<file path="src/sv/azcm_pkg.sv">
`timescale 1ns / 1ps
// Types, codes and helpers shared by the angular zone membership check.
// No dependencies.
package azcm_pkg;

   localparam logic [15:0] FULL_TURN = 16'd36000;

   // Request action codes.
   localparam logic ACT_WRITE = 1'b0;
   localparam logic ACT_QUERY = 1'b1;

   // Query kind codes.
   localparam logic [1:0] KIND_NO_FIRE     = 2'd0;
   localparam logic [1:0] KIND_NO_TRAVERSE = 2'd1;
   localparam logic [1:0] KIND_ALL         = 2'd2;

   // One stored zone; this is the word kept in the zone memory.
   typedef struct packed {
      logic [7:0]         id;
      logic               overridable;
      logic               kind;
      logic               enabled;
      logic [15:0]        az_start;
      logic [15:0]        az_end;
      logic signed [14:0] el_min;
      logic signed [14:0] el_max;
      logic [15:0]        rng_min;
      logic [15:0]        rng_max;
   } zone_type;

   // Point under test, held for the length of one scan.
   typedef struct packed {
      logic [15:0]        az;
      logic signed [14:0] el;
      logic signed [16:0] rng;
   } query_type;

   // Per-slot match flags from the evaluator.
   typedef struct packed {
      logic no_fire;
      logic no_traverse;
   } match_type;

   // First hit found for one kind.
   typedef struct packed {
      logic       found;
      logic [7:0] id;
      logic       kind;
      logic       overridable;
   } hit_type;

   function automatic logic [15:0] wrap_az(input logic [15:0] a);
      logic [15:0] r;
      r = (a >= FULL_TURN) ? a - FULL_TURN : a;
      return r;
   endfunction

endpackage

</file>
<file path="src/sv/angular_zone_membership_check.sv">
`timescale 1ns / 1ps
// Top level of the angular zone membership check: request decode, scan sequencer.
// Depends on azcm_pkg, azcm_ram and azcm_match.
//
//   channel   ports                 handshake
//   request   req_*                 start high while busy low takes the beat
//   result    rsp_*                 rsp_strobe marks a one-cycle result beat
//
// A write's all-zero result beat follows its acceptance in the next cycle, and
// the block is free again at once. A query walks every slot through the zone
// memory's single read port, one slot per cycle, and its result beat is
// registered in ST_DONE; busy is high through ST_SCAN and ST_DONE.
// Reset marks every slot empty through per-slot valid bits, with no clearing pass.
// The receiver cannot stall, so nothing holds a result back.
module angular_zone_membership_check #(
   parameter int ZONES = 16
) (
   input  logic               clock,
   input  logic               reset,
   input  logic               start,
   output logic               busy,
   input  logic               req_action,
   input  logic [3:0]         req_slot,
   input  logic [7:0]         req_zone_id,
   input  logic [2:0]         req_zone_flags,
   input  logic [15:0]        req_angle_lo,
   input  logic [15:0]        req_angle_hi,
   input  logic signed [14:0] req_elev_lo,
   input  logic signed [14:0] req_elev_hi,
   input  logic signed [16:0] req_dist_lo,
   input  logic [15:0]        req_dist_hi,
   input  logic [1:0]         req_query_kind,
   output logic               rsp_strobe,
   output logic               rsp_in_zone,
   output logic [7:0]         rsp_hit_zone_id,
   output logic               rsp_hit_kind,
   output logic               rsp_hit_overridable
);
   import azcm_pkg::*;

   localparam int AW = (ZONES > 1) ? $clog2(ZONES) : 1;
   localparam int CW = $clog2(ZONES + 1);
   localparam logic [CW-1:0] ZONES_C = CW'(ZONES);

   typedef enum logic [2:0] {
      ST_IDLE = 3'b001,
      ST_SCAN = 3'b010,
      ST_DONE = 3'b100
   } state_type;

   state_type  state_ff, state_in;
   logic [CW-1:0] issue_ff, issue_in;
   logic       pend_ff, pend_in;
   logic       rd_valid_ff, rd_valid_in;
   logic [ZONES-1:0] valid_ff, valid_in;
   query_type  query_ff, query_in;
   logic [1:0] kind_ff, kind_in;
   hit_type    nf_hit_ff, nf_hit_in;
   hit_type    nt_hit_ff, nt_hit_in;
   logic       rsp_strobe_ff, rsp_strobe_in;
   hit_type    rsp_ff, rsp_in;

   logic       accept;
   logic       slot_ok;
   logic       ram_we;
   logic [AW-1:0] waddr;
   logic [AW-1:0] raddr;
   zone_type   wentry;
   zone_type   rentry;
   match_type  match;
   logic [15:0] dmin;

   assign accept  = start && (state_ff == ST_IDLE);
   assign busy    = (state_ff != ST_IDLE);
   assign slot_ok = (32'(req_slot) < ZONES);
   assign waddr   = AW'(req_slot);
   assign raddr   = issue_ff[AW-1:0];
   assign ram_we  = accept && (req_action == ACT_WRITE) && slot_ok;

   // A negative minimum range stores as zero; it matches the same points.
   assign dmin = req_dist_lo[16] ? 16'd0 : req_dist_lo[15:0];

   always_comb begin
      wentry.id          = req_zone_id;
      wentry.enabled     = req_zone_flags[0];
      wentry.kind        = req_zone_flags[1];
      wentry.overridable = req_zone_flags[2];
      wentry.az_start    = wrap_az(req_angle_lo);
      wentry.az_end      = wrap_az(req_angle_hi);
      wentry.el_min      = req_elev_lo;
      wentry.el_max      = req_elev_hi;
      wentry.rng_min     = dmin;
      wentry.rng_max     = req_dist_hi;
   end

   azcm_ram #(
      .WIDTH($bits(zone_type)),
      .DEPTH(ZONES)
   ) u_zone_ram (
      .clock(clock),
      .we(ram_we),
      .waddr(waddr),
      .wdata(wentry),
      .raddr(raddr),
      .rdata(rentry)
   );

   azcm_match u_match (
      .entry(rentry),
      .entry_valid(rd_valid_ff),
      .query(query_ff),
      .match(match)
   );

   always_comb begin
      state_in      = state_ff;
      issue_in      = issue_ff;
      pend_in       = 1'b0;
      rd_valid_in   = rd_valid_ff;
      valid_in      = valid_ff;
      query_in      = query_ff;
      kind_in       = kind_ff;
      nf_hit_in     = nf_hit_ff;
      nt_hit_in     = nt_hit_ff;
      rsp_strobe_in = 1'b0;
      rsp_in        = rsp_ff;

      unique case (state_ff)
         ST_IDLE: begin
            if (accept) begin
               if (req_action == ACT_WRITE) begin
                  if (slot_ok) begin
                     valid_in[waddr] = 1'b1;
                  end
                  rsp_strobe_in = 1'b1;
                  rsp_in        = '0;
               end else begin
                  query_in.az  = wrap_az(req_angle_lo);
                  query_in.el  = req_elev_lo;
                  query_in.rng = req_dist_lo;
                  kind_in      = req_query_kind;
                  issue_in     = '0;
                  nf_hit_in    = '0;
                  nt_hit_in    = '0;
                  state_in     = ST_SCAN;
               end
            end
         end
         ST_SCAN: begin
            // Read of slot n is issued while slot n-1 is being evaluated.
            if (issue_ff < ZONES_C) begin
               rd_valid_in = valid_ff[raddr];
               issue_in    = issue_ff + CW'(1);
               pend_in     = 1'b1;
            end
            if (pend_ff) begin
               if (match.no_fire && !nf_hit_ff.found) begin
                  nf_hit_in = '{found: 1'b1, id: rentry.id, kind: rentry.kind,
                                overridable: rentry.overridable};
               end
               if (match.no_traverse && !nt_hit_ff.found) begin
                  nt_hit_in = '{found: 1'b1, id: rentry.id, kind: rentry.kind,
                                overridable: rentry.overridable};
               end
               if (issue_ff == ZONES_C) begin
                  state_in = ST_DONE;
               end
            end
         end
         ST_DONE: begin
            case (kind_ff)
               KIND_NO_FIRE:     rsp_in = nf_hit_ff;
               KIND_NO_TRAVERSE: rsp_in = nt_hit_ff;
               KIND_ALL:         rsp_in = nf_hit_ff.found ? nf_hit_ff : nt_hit_ff;
               default:          rsp_in = '0;
            endcase
            rsp_strobe_in = 1'b1;
            state_in      = ST_IDLE;
         end
         default: begin
            state_in = ST_IDLE;
         end
      endcase
   end

   always_ff @(posedge clock) begin
      if (reset) begin
         state_ff      <= ST_IDLE;
         issue_ff      <= '0;
         pend_ff       <= 1'b0;
         valid_ff      <= '0;
         rsp_strobe_ff <= 1'b0;
         rsp_ff        <= '0;
      end else begin
         state_ff      <= state_in;
         issue_ff      <= issue_in;
         pend_ff       <= pend_in;
         valid_ff      <= valid_in;
         rsp_strobe_ff <= rsp_strobe_in;
         rsp_ff        <= rsp_in;
      end
   end

   always_ff @(posedge clock) begin
      rd_valid_ff <= rd_valid_in;
      query_ff    <= query_in;
      kind_ff     <= kind_in;
      nf_hit_ff   <= nf_hit_in;
      nt_hit_ff   <= nt_hit_in;
   end

   assign rsp_strobe          = rsp_strobe_ff;
   assign rsp_in_zone         = rsp_ff.found;
   assign rsp_hit_zone_id     = rsp_ff.id;
   assign rsp_hit_kind        = rsp_ff.kind;
   assign rsp_hit_overridable = rsp_ff.overridable;

`ifndef SYNTHESIS
   a_issue_bound: assert property (@(posedge clock) disable iff (reset)
      issue_ff <= ZONES_C)
      else $error("scan counter ran past the table");

   a_no_write_in_scan: assert property (@(posedge clock) disable iff (reset)
      state_ff != ST_IDLE |-> !ram_we)
      else $error("zone memory written during a scan");

   a_done_gives_beat: assert property (@(posedge clock) disable iff (reset)
      state_ff == ST_DONE |=> rsp_strobe_ff && state_ff == ST_IDLE)
      else $error("finished scan produced no result beat");

   a_miss_is_zero: assert property (@(posedge clock) disable iff (reset)
      !rsp_ff.found |-> rsp_ff.id == 8'd0 && !rsp_ff.kind && !rsp_ff.overridable)
      else $error("result without a hit carries nonzero fields");
`endif

endmodule

</file>
<file path="src/sv/azcm_ram.sv">
`timescale 1ns / 1ps
// Generic single-write, single-read RAM with a registered read port.
// No dependencies.
module azcm_ram #(
   parameter int WIDTH = 8,
   parameter int DEPTH = 16
) (
   input  logic                                      clock,
   input  logic                                      we,
   input  logic [(DEPTH > 1 ? $clog2(DEPTH) : 1)-1:0] waddr,
   input  logic [WIDTH-1:0]                          wdata,
   input  logic [(DEPTH > 1 ? $clog2(DEPTH) : 1)-1:0] raddr,
   output logic [WIDTH-1:0]                          rdata
);

   logic [WIDTH-1:0] mem_ff [DEPTH];
   logic [WIDTH-1:0] rdata_ff;

   always_ff @(posedge clock) begin
      if (we) begin
         mem_ff[waddr] <= wdata;
      end
      rdata_ff <= mem_ff[raddr];
   end

   assign rdata = rdata_ff;

endmodule

</file>
<file path="src/sv/azcm_match.sv">
`timescale 1ns / 1ps
// Tests one stored zone against the query point for both zone kinds.
// Depends on azcm_pkg.
module azcm_match (
   input  azcm_pkg::zone_type  entry,
   input  logic                entry_valid,
   input  azcm_pkg::query_type query,
   output azcm_pkg::match_type match
);
   import azcm_pkg::*;

   logic az_ok;
   logic el_ok;
   logic rng_ok;
   logic live;

   always_comb begin
      if (entry.az_start <= entry.az_end) begin
         az_ok = (query.az >= entry.az_start) && (query.az <= entry.az_end);
      end else begin
         az_ok = (query.az >= entry.az_start) || (query.az <= entry.az_end);
      end

      el_ok = (query.el >= entry.el_min) && (query.el <= entry.el_max);

      // A negative query range or a zone without bounds skips the range test.
      rng_ok = 1'b1;
      if (!query.rng[16] && (entry.rng_min != 16'd0 || entry.rng_max != 16'd0)) begin
         if (query.rng[15:0] < entry.rng_min) begin
            rng_ok = 1'b0;
         end
         if (entry.rng_max != 16'd0 && query.rng[15:0] > entry.rng_max) begin
            rng_ok = 1'b0;
         end
      end

      live = entry_valid && entry.enabled && az_ok && el_ok;
      match.no_fire     = live && !entry.kind && rng_ok;
      match.no_traverse = live && entry.kind;
   end

endmodule
</file>
<file path="config.mk">
export PLATFORM = sky130hd
export DESIGN_NAME = angular_zone_membership_check
export DESIGN_NICKNAME = d
export VERILOG_FILES = /design/src/sv/azcm_pkg.sv /design/src/sv/angular_zone_membership_check.sv /design/src/sv/azcm_ram.sv /design/src/sv/azcm_match.sv
export SDC_FILE = /design/constraint.sdc
export NUM_CORES = 2
export LEC_CHECK = 0
export BUFFER_PORTS_ARGS = -buffer_cell sky130_fd_sc_hd__buf_2
export CAP_MARGIN = 20
export CELL_PAD_IN_SITES_DETAIL_PLACEMENT = 0
export CELL_PAD_IN_SITES_GLOBAL_PLACEMENT = 2
export CORE_MARGIN = 4
export CORE_UTILIZATION = 37
export CTS_CLUSTER_DIAMETER = 60
export DETAILED_ROUTE_END_ITERATION = 10
export GPL_TIMING_DRIVEN = 0
export PLACE_DENSITY = 0.64
export SLEW_MARGIN = 40
export SYNTH_ARGS = -nofsm -noshare
export SYNTH_HDL_FRONTEND = slang
export SYNTH_SLANG_ARGS = --single-unit
export TNS_END_PERCENT = 5
</file>
<file path="constraint.sdc">
create_clock -name clock -period 14.5 [get_ports clock]
set_clock_uncertainty 0.05 [all_clocks]
set_input_delay 2.9 -clock clock [delete_from_list [all_inputs] [get_ports clock]]
set_output_delay 2.9 -clock clock [all_outputs]
set_load 0.1 [all_outputs]
</file>
==> flow_summary.ini <==
[global_route]
grt_start_max_net_pins = 33
antenna_found_initial = 32
grt.overflow.total = 0
grt_pass1_vias = 35560
grt_pass1_wl_mm = 264.0
grt_usage_pct = 18.06

[sta]
layout_min_cycle_time_ns = 5.453
setup-tns-final_ns = 0
fin_crit_sh_pct = 37.61
rsz0062_at_grt = no
max_freq_mhz = 183.4
worstMarginPinSlew_ns = 0.8726
layout_setup_ws_ns = 9.047
maxSlewViolCount = 0
relSlewSlack_pct = 41.82
setup_viol = 0
hold_viol = 0
whs_ns = 0.4228

[clock_network]
cts_hold_buf = 0
clock_latency_ns = 0.83
htreeDepth = 4
cts_tree = done
root_buffer = clkbuf_16
cts_setup_buffers = 0
cts_resized = 0
cts_sinks = 1895
clkTransAtPathRegs_ns = 0.06
cts_buffers = 201
clockBufferDepth = 3

[layout]
drive_above_1_share_pct = 34.63
nNetsFinal = 3971
multiInputGateArea_um2 = 16220
seqCellArea_um2 = 55480
fin_cells = 6551
synthToLayoutAreaGrowth_pct = 20.05
n_fill_cell = 16640

[floorplan]
core.rowCount = 162
ios = 129
start_util_pct = 37.19
die_width_um = 450.7
core_area_um2 = 195000
die-area_um2 = 203200
fp.dieH_um = 450.7

[critical_path]
crit_type = in -> reg
setup.worst_path.start_class = input port
cp_max_fo = 6
cp_data_required_time_ns = 14.96
cp-end-kind = flip-flop
r2r_setup_slack_ns = 10.52
reg2regPathDepth = 14
r2r-end = u_zone_ram.mem_ff[3][78]
worstPathArrival_ns = 5.91
timing.rr.start = state_ff[0]

[placement]
place_hpwl_mm = 124.7
gp_congestion = 0.7070
dpl.cell_count = 6163
numPortBuffers = 127
dp_slack_ns = 8.210

[hold_path]
min_from = valid_ff[0]
min_to = valid_ff[0]
hold_class = reg -> reg
min_path_cells = 2

[power]
internal-power_w = 0.009043
clkPwrFrac_pct = 44.5
p_sw_share_pct = 20.56
p_leak_nw = 28.15
combPwrFrac_pct = 2.4
vdd_drop_max_v = 0.0001218
pwr-share-seq_pct = 53.1
power_w = 0.01138
power_switching_w = 0.002340
power_density_nw_per_um2 = 130.7

[route]
first_iter_violations = 3246
num_vias = 34180
vias_per_cell = 5.218
wl_mm = 183.8
wl_per_cell_um = 28.05
drc_errors = 0
drtAntennaViolNets = 0
drtPass1Iterations = 5

[synth]
synth_top_area_cell = edfxtp_1
synth-edff-count = 1753
yosysTopAreaCellShare_pct = 72.58
synth_seq_cells = 1895
synth_area_um2 = 72520
syn_inst = 3183
synth_area_leaders = edfxtp_1 (73%), mux4_2 (16%), dfxtp_1 (3.9%), ha_1 (1.9%), inv_1 (0.56%)
avgSynthCellArea_um2 = 22.78
ys_warn_count = 0
ys_seq_area_share_pct = 76.50
async_reset_ff_share_pct = 0
synthFlopType = edfxtp_1
ys_types = 61
syn_nets = 3412

[job]
maxCapViolCount = 0

[status]
outcome = finished clean
-- synthesized netlist by cell type, types with 22 or more instances --
library cell     n
nor2_1          74
mux4_2         524
dfxtp_1        142
buf_6           24
nand4_1         27
clkbuf_1        61
nor2b_1         26
buf_4           22
ha_1           113
nand2_1         26
edfxtp_1      1753
a21oi_1         37
inv_1          109
-- worst max-delay path: stages --
cell and delay [ns]:
buf_2 0.12, nor3b_2 0.25, nand3_1 0.34, nor3_2 0.46, buf_4 0.24, buf_4 0.16, buf_2 0.20, buf_2 0.21
buf_4 0.17, buf_2 0.22, buf_4 0.21, buf_4 0.17, buf_2 0.22
-- worst max-delay path by stage --
stage,from,to,depth (start not counted)
after floorplan,req_action,u_zone_ram.mem_ff[2][0],3
after global placement,req_action,u_zone_ram.mem_ff[2][52],4
after detailed placement,req_action,u_zone_ram.mem_ff[3][78],13
after CTS,req_action,u_zone_ram.mem_ff[3][69],13
after global routing,req_action,u_zone_ram.mem_ff[3][78],13
final,req_action,u_zone_ram.mem_ff[3][78],13
-- power groups by stage --
stage               combinational (W)  sequential, W  clock [W]
detailed placement           0.000272        0.00617          0
CTS                          0.000272        0.00605    0.00518
global placement             0.000234        0.00618          0
global route                 0.000298        0.00605    0.00542
finish                       0.000271        0.00605    0.00506
floorplan                    0.000116        0.00617          0
-- final cells by class --
class | count | area share, %
Sequential cell | 1895 | 63.72
Tap cell | 2624 | 3.771
Timing Repair Buffer | 356 | 4.833
Buffer | 132 | 0.9959
Clock buffer | 274 | 6.314
Clock inverter | 106 | 1.230
Antenna cell | 8 | 0.02299
Inverter | 109 | 0.4757
Multi-Input combinational cell | 1047 | 18.63
-- flip-flops by register name (all words and copies together) (netlist names), 3 cells and up --
register,count
issue_ff,5
nf_hit_ff,11
nt_hit_ff,11
query_ff,48
rsp_hit_zone_id,8
state_ff,3
u_zone_ram.mem_ff,1680
u_zone_ram.rdata,105
valid_ff,16
-- routing by layer --
layer  wire length (um)  GRT usage, %
met3               8793         3.082
met1              83050         25.99
met5                 55             0
met4               3836         4.722
met2              88020         28.71
-- metrics by stage --
| step | area [um^2] | utilization, % |
|---|---|---|
| 2_1_floorplan | 72520 | - |
| 5_1_grt | 87060 | 44.65 |
| 3_3_place_gp | 76440 | 39.20 |
| 4_1_cts | 86930 | 44.58 |
| 3_5_place_dp | 80360 | 41.21 |
| 6_report | 87070 | 44.65 |
-- cells in the final DEF, fill, tap and decap left out, types with 11 or more instances in the layout --
master,synthesis,final
a21o_1,17,17
a21oi_1,37,36
a22oi_1,20,20
and2_1,11,11
buf_16,0,75
buf_2,4,178
buf_4,22,74
buf_6,24,41
buf_8,1,51
bufinv_16,0,14
clkbuf_1,61,71
clkbuf_16,0,204
clkbuf_2,0,49
clkbuf_8,0,13
clkinv_1,0,27
clkinv_2,0,30
dfxtp_1,142,142
edfxtp_1,1753,1753
ha_1,113,113
inv_1,109,108
mux4_2,524,524
nand2_1,26,26
nand4_1,27,27
nor2_1,74,62
nor2_4,0,12
nor2b_2,0,16
nor3_1,20,16
o21ai_0,19,15
-- logic make-up (layout without fill, tap and decap cells) --
| kind of cell | count (synthesis) | after routing | share of synthesized area [%] |
|---|---|---|---|
| and+or+nand+nor | 225 | 225 | 1.591 |
| xor gates and xnor gates | 18 | 18 | 0.2174 |
| AOI/OAI and AO/OA | 151 | 151 | 1.456 |
| muxes | 540 | 540 | 16.63 |
| other | 0 | 8 | 0 |
| DFF | 1895 | 1895 | 76.50 |
| adders and majority gates | 113 | 113 | 1.950 |
| buffers and inverters | 241 | 977 | 1.655 |
No activity file was read; power rests on OpenSTA's default activity.
